--- config.mk ---
export PLATFORM = sky130hd
export DESIGN_NAME = grid_astar_path_search
export DESIGN_NICKNAME = d
export VERILOG_FILES = /design/src/rtl/gaps_pkg.sv /design/src/rtl/grid_astar_path_search.sv
export SDC_FILE = /design/constraint.sdc
export NUM_CORES = 2
export LEC_CHECK = 0
export ABC_AREA = 1
export BUFFER_PORTS_ARGS = -buffer_cell sky130_fd_sc_hd__buf_2
export CORE_UTILIZATION = 45
export DETAILED_ROUTE_END_ITERATION = 10
export GPL_TIMING_DRIVEN = 0
export SLEW_MARGIN = 20
export SYNTH_ARGS = -nofsm -noshare
export SYNTH_HDL_FRONTEND = slang
export SYNTH_SLANG_ARGS = --single-unit
--- constraint.sdc ---
create_clock -name clk_i -period 7.6 [get_ports clk_i]
set_input_delay 0.76 -clock clk_i [delete_from_list [all_inputs] [get_ports clk_i]]
set_output_delay 0.76 -clock clk_i [all_outputs]
set_load 0.02 [all_outputs]
--- src/rtl/gaps_pkg.sv ---
`default_nettype none
// ----------------------------------------------------------------------------
// gaps_pkg: shared constants for the grid path search
// Status codes, grid limits and the neighbor step tables.
// ----------------------------------------------------------------------------
package gaps_pkg;
  localparam int unsigned GridDimDefault = 8;
  localparam int unsigned MaxExpDefault  = 64;

  localparam logic [1:0] StatusGoal    = 2'd0;
  localparam logic [1:0] StatusPartial = 2'd1;
  localparam logic [1:0] StatusNoPath  = 2'd2;

  // neighbor order W, E, +z, -z, NE, NW, SW, SE
  function automatic logic signed [1:0] step_dx(input logic [2:0] d);
    unique case (d)
      3'd0: step_dx = -2'sd1;
      3'd1: step_dx = 2'sd1;
      3'd2: step_dx = 2'sd0;
      3'd3: step_dx = 2'sd0;
      3'd4: step_dx = 2'sd1;
      3'd5: step_dx = -2'sd1;
      3'd6: step_dx = -2'sd1;
      default: step_dx = 2'sd1;
    endcase
  endfunction

  function automatic logic signed [1:0] step_dz(input logic [2:0] d);
    unique case (d)
      3'd0: step_dz = 2'sd0;
      3'd1: step_dz = 2'sd0;
      3'd2: step_dz = 2'sd1;
      3'd3: step_dz = -2'sd1;
      3'd4: step_dz = -2'sd1;
      3'd5: step_dz = -2'sd1;
      3'd6: step_dz = 2'sd1;
      default: step_dz = 2'sd1;
    endcase
  endfunction
endpackage
`default_nettype wire

--- src/rtl/grid_astar_path_search.sv ---
`default_nettype none
// ----------------------------------------------------------------------------
// grid_astar_path_search: A* search on an 8-connected obstacle grid
// Loads obstacle rows, then searches and emits the path goal-to-start.
// ----------------------------------------------------------------------------
// Usage: a load item (kind_i=0) is taken in its accept cycle and leaves busy
// low, so the next item may follow at once. A search item holds busy for the
// whole run. Each expansion scans the open list through the open-list and f
// memories, shifts the picked entry out by moving each later entry down one
// slot and walks eight neighbors. Each usable neighbor needs a g read and an
// open-list scan. Path cells then stream out on result_valid_o; the receiver
// cannot stall, so every result is taken in its single strobe cycle.
// Configuration writes are accepted whenever the block is idle
// (cfg_ready_o = !busy).
// ----------------------------------------------------------------------------
module grid_astar_path_search
  import gaps_pkg::*;
#(
  parameter int unsigned GridDim = GridDimDefault
) (
  input  wire logic       clk_i,
  input  wire logic       rst_ni,
  input  wire logic       start,
  output logic            busy,
  input  wire logic       kind_i,
  input  wire logic [2:0] row_index_i,
  input  wire logic [7:0] row_blocked_i,
  input  wire logic [2:0] start_x_i,
  input  wire logic [2:0] start_z_i,
  input  wire logic [2:0] goal_x_i,
  input  wire logic [2:0] goal_z_i,
  input  wire logic       cfg_valid_i,
  output logic            cfg_ready_o,
  input  wire logic [6:0] cfg_data_i,
  output logic            result_valid_o,
  output logic [2:0]      point_x_o,
  output logic [2:0]      point_z_o,
  output logic [1:0]      status_o,
  output logic            last_o
);
  localparam logic [3:0] S_IDLE = 4'd0, S_SCAN = 4'd1, S_SCANW = 4'd2,
                         S_PICK = 4'd3, S_SHIFT = 4'd4, S_NB = 4'd5,
                         S_NBG = 4'd6, S_NBO = 4'd7, S_NBOW = 4'd8,
                         S_NBUP = 4'd9, S_EMIT = 4'd10, S_EMITW = 4'd11,
                         S_FAIL = 4'd12, S_CUR = 4'd13, S_SCANF = 4'd14;

  // obstacle map and closed flags: flip-flops with reset
  logic [7:0]  blk_q [8];
  logic [63:0] closed_q;
  // search memories, synchronous read
  logic [7:0] g_mem [64];
  logic [7:0] f_mem [64];
  logic [5:0] cf_mem [64];
  logic [5:0] ol_mem [64];

  logic [3:0] st_q;
  logic [6:0] maxexp_q, exp_q, cnt_q, idx_q, best_q;
  logic [7:0] bestf_q, gcur_q, tent_q;
  logic [5:0] cur_q, s_q, goal_q, nb_q, bestc_q;
  logic [2:0] gx_q, gz_q, dir_q;
  logic       inopen_q;
  logic [1:0] stat_q;

  logic [7:0] f_rd, g_rd;
  logic [5:0] cf_rd, ol_rd;
  logic [5:0] f_ra, g_ra, cf_ra, ol_ra;

  assign busy = (st_q != S_IDLE);
  assign cfg_ready_o = !busy;

  function automatic logic blocked(input logic [2:0] x, input logic [2:0] z);
    logic [7:0] r;
    r = blk_q[z];
    blocked = r[x];
  endfunction

  function automatic logic [7:0] heur(input logic [2:0] x, input logic [2:0] z,
                                      input logic [2:0] gx, input logic [2:0] gz);
    logic [2:0] dx, dz;
    dx = (x > gx) ? x - gx : gx - x;
    dz = (z > gz) ? z - gz : gz - z;
    heur = {2'b0, 6'(dx) * 6'(dx)} + {2'b0, 6'(dz) * 6'(dz)};
  endfunction

  // neighbor coordinates of the current node
  logic signed [4:0] nxs, nzs;
  logic        nb_ok;
  logic [2:0]  nx, nz;
  logic [5:0]  nb_id;
  logic [8:0]  tsum, fsum;
  always_comb begin
    nxs = $signed({2'b0, cur_q[2:0]}) + 5'(step_dx(dir_q));
    nzs = $signed({2'b0, cur_q[5:3]}) + 5'(step_dz(dir_q));
    nx = nxs[2:0];
    nz = nzs[2:0];
    nb_id = {nz, nx};
    nb_ok = (nxs >= 0) && (nzs >= 0) && (nxs < 5'(GridDim)) && (nzs < 5'(GridDim));
    nb_ok = nb_ok && !blocked(nx, nz) && !closed_q[nb_id];
    tsum = {1'b0, gcur_q} + ((dir_q[2]) ? 9'd2 : 9'd1);
    fsum = {1'b0, tent_q} + {1'b0, heur(nb_q[2:0], nb_q[5:3], gx_q, gz_q)};
  end

  // memory read addresses
  logic [6:0] idx_nx, idx_pv, best_nx;
  always_comb begin
    idx_nx  = idx_q + 7'd1;
    idx_pv  = idx_q - 7'd1;
    best_nx = best_q + 7'd1;
    f_ra  = ol_rd;
    cf_ra = cur_q;
    // the shift reads one entry ahead of the entry it writes
    unique case (st_q)
      S_PICK: begin
        ol_ra = best_nx[5:0];
        g_ra  = bestc_q;
      end
      S_SHIFT: begin
        ol_ra = idx_nx[5:0];
        g_ra  = cur_q;
      end
      default: begin
        ol_ra = idx_q[5:0];
        g_ra  = nb_q;
      end
    endcase
  end

  always_ff @(posedge clk_i) begin
    ol_rd <= ol_mem[ol_ra];
    f_rd  <= f_mem[f_ra];
    g_rd  <= g_mem[g_ra];
    cf_rd <= cf_mem[cf_ra];
  end

  logic ol_we, gf_we, cf_we;
  logic [5:0] ol_wa, gf_wa;
  logic [5:0] ol_wd;
  logic [7:0] g_wd, f_wd;
  logic [5:0] cf_wd;
  always_ff @(posedge clk_i) begin
    if (ol_we) ol_mem[ol_wa] <= ol_wd;
    if (gf_we) begin
      g_mem[gf_wa] <= g_wd;
      f_mem[gf_wa] <= f_wd;
    end
    if (cf_we) cf_mem[gf_wa] <= cf_wd;
  end

  logic in_acc;
  assign in_acc = start && !busy;
  logic bad;
  assign bad = (start_x_i >= 3'(GridDim - 1) + 3'd1 && GridDim < 8) ||
               (start_z_i >= 3'(GridDim - 1) + 3'd1 && GridDim < 8) ||
               (goal_x_i >= 3'(GridDim - 1) + 3'd1 && GridDim < 8) ||
               (goal_z_i >= 3'(GridDim - 1) + 3'd1 && GridDim < 8) ||
               blocked(start_x_i, start_z_i) || blocked(goal_x_i, goal_z_i);

  // combinational write controls
  always_comb begin
    ol_we = 1'b0; ol_wa = idx_q[5:0]; ol_wd = 6'd0;
    gf_we = 1'b0; cf_we = 1'b0; gf_wa = nb_q;
    g_wd = tent_q; f_wd = fsum[8] ? 8'hFF : fsum[7:0]; cf_wd = cur_q;
    if (in_acc && kind_i && !bad) begin
      ol_we = 1'b1; ol_wa = 6'd0; ol_wd = {start_z_i, start_x_i};
      gf_we = 1'b1; cf_we = 1'b1; gf_wa = {start_z_i, start_x_i};
      g_wd = 8'd0; f_wd = heur(start_x_i, start_z_i, goal_x_i, goal_z_i);
      cf_wd = {start_z_i, start_x_i};
    end else if (st_q == S_SHIFT) begin
      // move entry idx down into idx-1
      if (idx_q < cnt_q) begin
        ol_we = 1'b1; ol_wa = idx_pv[5:0]; ol_wd = ol_rd;
      end
    end else if (st_q == S_NBUP) begin
      // write back only a new or improved neighbor
      if (!inopen_q || (tent_q < g_rd)) begin
        gf_we = 1'b1; cf_we = 1'b1;
      end
      if (!inopen_q) begin
        ol_we = 1'b1; ol_wa = cnt_q[5:0]; ol_wd = nb_q;
      end
    end
  end

  integer k;
  always_ff @(posedge clk_i or negedge rst_ni) begin
    if (!rst_ni) begin
      st_q <= S_IDLE;
      for (k = 0; k < 8; k++) blk_q[k] <= 8'd0;
      closed_q <= '0;
      maxexp_q <= 7'(MaxExpDefault);
      result_valid_o <= 1'b0;
      cnt_q <= '0; idx_q <= '0; exp_q <= '0;
    end else begin
      result_valid_o <= 1'b0;
      if (cfg_valid_i && cfg_ready_o) maxexp_q <= cfg_data_i;
      unique case (st_q)
        S_IDLE: if (in_acc) begin
          if (!kind_i) begin
            if (32'(row_index_i) < GridDim) blk_q[row_index_i] <= row_blocked_i;
          end else if (bad) begin
            st_q <= S_FAIL;
          end else begin
            s_q <= {start_z_i, start_x_i};
            goal_q <= {goal_z_i, goal_x_i};
            gx_q <= goal_x_i; gz_q <= goal_z_i;
            closed_q <= '0; cnt_q <= 7'd1; exp_q <= '0;
            idx_q <= '0; bestf_q <= 8'hFF; best_q <= '0;
            st_q <= S_SCAN;
          end
        end
        // scan: ol read at idx lands, then f read lands
        S_SCAN: st_q <= S_SCANF;
        S_SCANF: st_q <= S_SCANW;
        S_SCANW: begin
          if (idx_q == 7'd0 || f_rd < bestf_q) begin
            bestf_q <= f_rd; best_q <= idx_q; bestc_q <= f_ra;
          end
          if (idx_q + 7'd1 < cnt_q) begin
            idx_q <= idx_q + 7'd1; st_q <= S_SCAN;
          end else st_q <= S_PICK;
        end
        S_PICK: begin
          cur_q <= bestc_q;
          if (bestc_q == goal_q) begin
            stat_q <= StatusGoal; st_q <= S_EMIT;
          end else if (exp_q >= maxexp_q) begin
            stat_q <= StatusPartial; st_q <= S_EMIT;
          end else begin
            closed_q[bestc_q] <= 1'b1;
            exp_q <= exp_q + 7'd1;
            idx_q <= best_q + 7'd1;
            st_q <= S_SHIFT;
          end
        end
        S_SHIFT: begin
          // ol_rd holds entry at idx (read last cycle); write it to idx-1
          if (idx_q < cnt_q) begin
            idx_q <= idx_q + 7'd1;
          end else begin
            cnt_q <= cnt_q - 7'd1;
            gcur_q <= g_rd; dir_q <= '0; st_q <= S_NB;
          end
        end
        S_NB: begin
          if (nb_ok) begin
            nb_q <= nb_id;
            tent_q <= tsum[8] ? 8'hFF : tsum[7:0];
            idx_q <= '0; inopen_q <= 1'b0;
            st_q <= S_NBG;
          end else if (dir_q == 3'd7) begin
            st_q <= (cnt_q == 7'd0) ? S_FAIL : S_CUR;
          end else dir_q <= dir_q + 3'd1;
        end
        S_NBG: st_q <= (cnt_q == 7'd0) ? S_NBOW : S_NBO;
        S_NBO: st_q <= S_NBOW;
        S_NBOW: begin
          if (cnt_q != 7'd0 && ol_rd == nb_q && idx_q < cnt_q) inopen_q <= 1'b1;
          if (idx_q + 7'd1 < cnt_q && !(ol_rd == nb_q)) begin
            idx_q <= idx_q + 7'd1; st_q <= S_NBO;
          end else st_q <= S_NBUP;
        end
        S_NBUP: begin
          if (!inopen_q) cnt_q <= cnt_q + 7'd1;
          if (dir_q == 3'd7) st_q <= S_CUR;
          else begin dir_q <= dir_q + 3'd1; st_q <= S_NB; end
        end
        S_CUR: begin
          idx_q <= '0; bestf_q <= 8'hFF;
          st_q <= (cnt_q == 7'd0) ? S_FAIL : S_SCAN;
        end
        S_EMIT: st_q <= S_EMITW;
        S_EMITW: begin
          result_valid_o <= 1'b1;
          point_x_o <= cur_q[2:0]; point_z_o <= cur_q[5:3];
          status_o <= stat_q;
          last_o <= (cur_q == s_q);
          if (cur_q == s_q) st_q <= S_IDLE;
          else begin cur_q <= cf_rd; st_q <= S_EMIT; end
        end
        S_FAIL: begin
          result_valid_o <= 1'b1;
          point_x_o <= '0; point_z_o <= '0;
          status_o <= StatusNoPath; last_o <= 1'b1;
          st_q <= S_IDLE;
        end
        default: st_q <= S_IDLE;
      endcase
    end
  end

  property p_res_idle;
    @(posedge clk_i) disable iff (!rst_ni) (result_valid_o && last_o) |-> !busy;
  endproperty
  a_res_idle: assert property (p_res_idle) else $error("last result while busy");

  a_no_cfg_busy: assert property (@(posedge clk_i) disable iff (!rst_ni)
    busy |-> !cfg_ready_o) else $error("cfg ready while busy");

  a_cnt_range: assert property (@(posedge clk_i) disable iff (!rst_ni)
    cnt_q <= 7'd64) else $error("open count overflow");
endmodule
`default_nettype wire

==> results.md <==
* Pre-CTS setup slack at 1700 ps
* Most used cell, CP: inv_1
* Post-CTS Resized at 0
* CP Launch Type: register
* LEAKAGE at 35.5 nW
* Placement Cell Area at 95400 µm²
* Initial antenna violation count at 4
* Hold Path Class: primary input to register
* Mapped Cells at 7676
* First-pass GRT wire length at 424 mm
* WL met1 at 118 mm
* H-tree lvl count at 4
* Fmax achieved at 166 MHz
* CTS buffer count at 212
* Max_slew headroom at 20.3%
* Final Skew at 68.5 ps
* Synth Net Count at 7826
* Setup crit end kind: register
* Worst vdd ir at 0.266 mV
* CTS clock-pin slew for the worst setup and hold paths at 60 ps
* Skew-Pair Late Insertion Delay at 890 ps
* Post-synth EDFFs at 1867
* WL met2 at 134 mm
* Clock buffer depth at 3
* Final Non-Filler Cells at 10900
* Max incr delay on CP at 550 ps
* Number of global-route vias before repair at 61400
* Drt pass-1 iters at 6
* Overall Global Routing Usage at 29.5%
* Peak fanout along the critical path at 33
* Remaining Overflow, GRT at 0
* Max Slew Vio Count at 0
* DR DRC count at 0
* Worst r2r path cells at 28
* Port bufs at 46
* Vias/cell at 5.98
* Max Used Layer: met5
* CP max-delay cell: edfxtp_1
* Post-route ant nets at 0
* Cell area after synthesis at 88500 µm²
* Routability cong. at 0.965
* Via count at 65000
* Post-layout util at 52.5%
* Setup WS post-layout at 1580 ps
* Sequential share of the synthesized area at 68.6%
* Pwr dens at 224 nW/µm²
* WP data required at 8170 ps
* Final Hold Viols at 0
* Final period utilization at 79.1%
* Die ar. at 198000 µm²
* Async set-reset flop share out of synthesis at 7.83%
* Initial Util at 45.3%
* Largest net degree at the start of global routing at 85
* Top_reg_cell synth: edfxtp_1
* Unique masters post-synth at 66
* Placed cell count at 10500
* WL met3 at 30.4 mm
* Clock sink total at 2056
* Area delta synth->final at 15.8%
* Die Y at 445 µm
* Crit path from: nb_q[3]
* Routed len/inst at 27.3 µm
* Status: finished clean
* Post-DP HPWL at 207 mm
* Fill cells at 16800
* Flop2flop setup slack at 1580 ps
* Cell area after layout at 102000 µm²
* Setup violations, final at 0
* Yosys reg bits at 2056
* # IOs at 47
* Least-Margin Pin Slew at 1190 ps
* Crit Reg-Reg Endpoint: f_mem[48][7]
* Root Driver: clkbuf_16
* Width of the die at 445 µm
* R2R Path Start: nb_q[3]
* Share of cells above drive strength 1 at 10.7%
* Core Region at 195000 µm²
* Min-Delay Startpoint: cfg_data_i[0]
* Avg Inst Size Synth at 11.5 µm²
* Row Count at 162
* Crit path DAT at 6580 ps
* Critical Path Sink: f_mem[48][7]
* Synth warnings at 0
* Final WL at 296 mm
* # Max-Cap Violations at 0
* CTS tree: yes
* Fin nets at 8204
* Critical path type: register to register
* RSZ-0062 raised after global routing: false
* Final Critical Period at 6020 ps
* DRT iter0 DRCs at 8971
-- cell usage after synthesis, types with 6 or more instances --
master       n  area [µm²]
buf_1       21        78.8
inv_1      493        1850
nand4_1     27         169
or2_2       57         357
o221ai_1    30         263
clkinv_1     8        30.0
fa_1        19         380
o21ai_0    927        4640
nor4_1       7        43.8
nand2_2     12        75.1
o32ai_1      8        70.1
dfxtp_1     28         561
o21ai_1     10        50.1
dfrtp_1    160        4000
o21bai_1    13        97.6
inv_2       23        86.3
edfxtp_1  1867       56100
nor3_1      24         120
buf_4       27         203
xnor2_1      9        78.8
a21oi_1    153         766
xor2_1      25         219
nand3_1    650        3250
nor2_1    1102        4140
nand4_2      8         100
o22ai_1    253        1580
nand2_1    801        3010
ha_1        96        1200
o31ai_1      6        45.0
clkbuf_1   275        1030
nand3_2     13         130
o211ai_1   331        2480
buf_2      129         646
-- routing by layer --
metal	global-route usage, %	vias to the layer above
met5	0	-
met4	12.7	2
met3	5.88	795
met2	45.8	3773
met1	40.3	32100
li1	-	28400
-- registers in the layout, summed over array words and instances, names as in the netlist, 8 cells and up --
signal    count
tent_q        8
gcur_q        8
closed_q     64
f_mem       512
ol_mem      384
blk_q        64
g_rd          8
f_rd          8
g_mem       512
bestf_q       8
cf_mem      384
-- cells by family (layout without fill, tap and decap cells) --
| family | after synthesis | in the layout | synth area share [%] |
|---|---|---|---|
| flip-flops | 2056 | 2056 | 68.6 |
| XOR/XNOR | 35 | 35 | 0.355 |
| adder cells (fa/ha/maj) | 115 | 115 | 1.79 |
| buffers and inverters | 982 | 1546 | 4.50 |
| other | 0 | 1 | 0 |
| AND/OR/NAND/NOR | 2722 | 2722 | 13.1 |
| multiplexers | 6 | 6 | 0.0707 |
| AO/OA/AOI/OAI | 1760 | 1760 | 11.6 |
-- how the worst min path moves through the flow --
stage / end / slack, ps / cells after the start
floorplan: bestc_q[4] / 410 / 0
global placement: gcur_q[0] / 430 / 0
detailed placement: gcur_q[3] / 420 / 0
CTS: maxexp_q[0] / 100 / 2
global route: maxexp_q[0] / 130 / 2
finish: maxexp_q[0] / 140 / 2
-- through the flow --
step	setup TNS [ps]	total power [mW]	hold WS (ps)
final	0	22.9	143
after CTS	0	23.0	97.2
after floorplan	0	12.6	406
after global placement	-1330380	12.7	427
after detailed placement	0	12.7	420
after global routing	0	23.5	130
-- critical path, delay by kind of cell, from the launching register on --
family	cells	cell delay (ps)
AOI/OAI and AO/OA	9	1760
DFF	1	550
buffers and inverters	9	1490
adders and majority gates	5	1550
and+or+nand+nor	5	350
-- cell type report --
type / instances / area (µm²) / area share [%]
inverter: 527 / 2010 / 1.96
antenna: 1 / 2.50 / 0.00244
buffer: 455 / 1990 / 1.95
clock inverter: 133 / 1410 / 1.38
multi-input combinational: 4638 / 24600 / 24.0
tap: 2624 / 3280 / 3.20
clock buffer: 267 / 5620 / 5.49
sequential: 2056 / 60700 / 59.2
timing repair buffer: 164 / 2870 / 2.80
-- cells in the final DEF, fill, tap and decap left out, types with 96 or more instances in the layout --
cell type  count
edfxtp_1    1867
nor2_1      1036
o21ai_0      918
nand2_1      797
nand3_1      650
inv_1        484
o211ai_1     331
clkbuf_1     321
o22ai_1      253
clkbuf_16    214
buf_2        174
dfrtp_1      160
a21oi_1      149
ha_1          96
-- repair_timing --
item                                   4_1_cts  5_1_grt
endpoints found under the hold margin       81        0
hold buffers                                 1        0
buffers inserted                             0        0
-- power breakdown --
part	internal, mW	switching (mW)
sequential	12.2	0.0142
combinational	0.0797	0.161
clock	5.93	4.58
total	18.2	4.76
No activity file was read; power rests on OpenSTA's default activity.
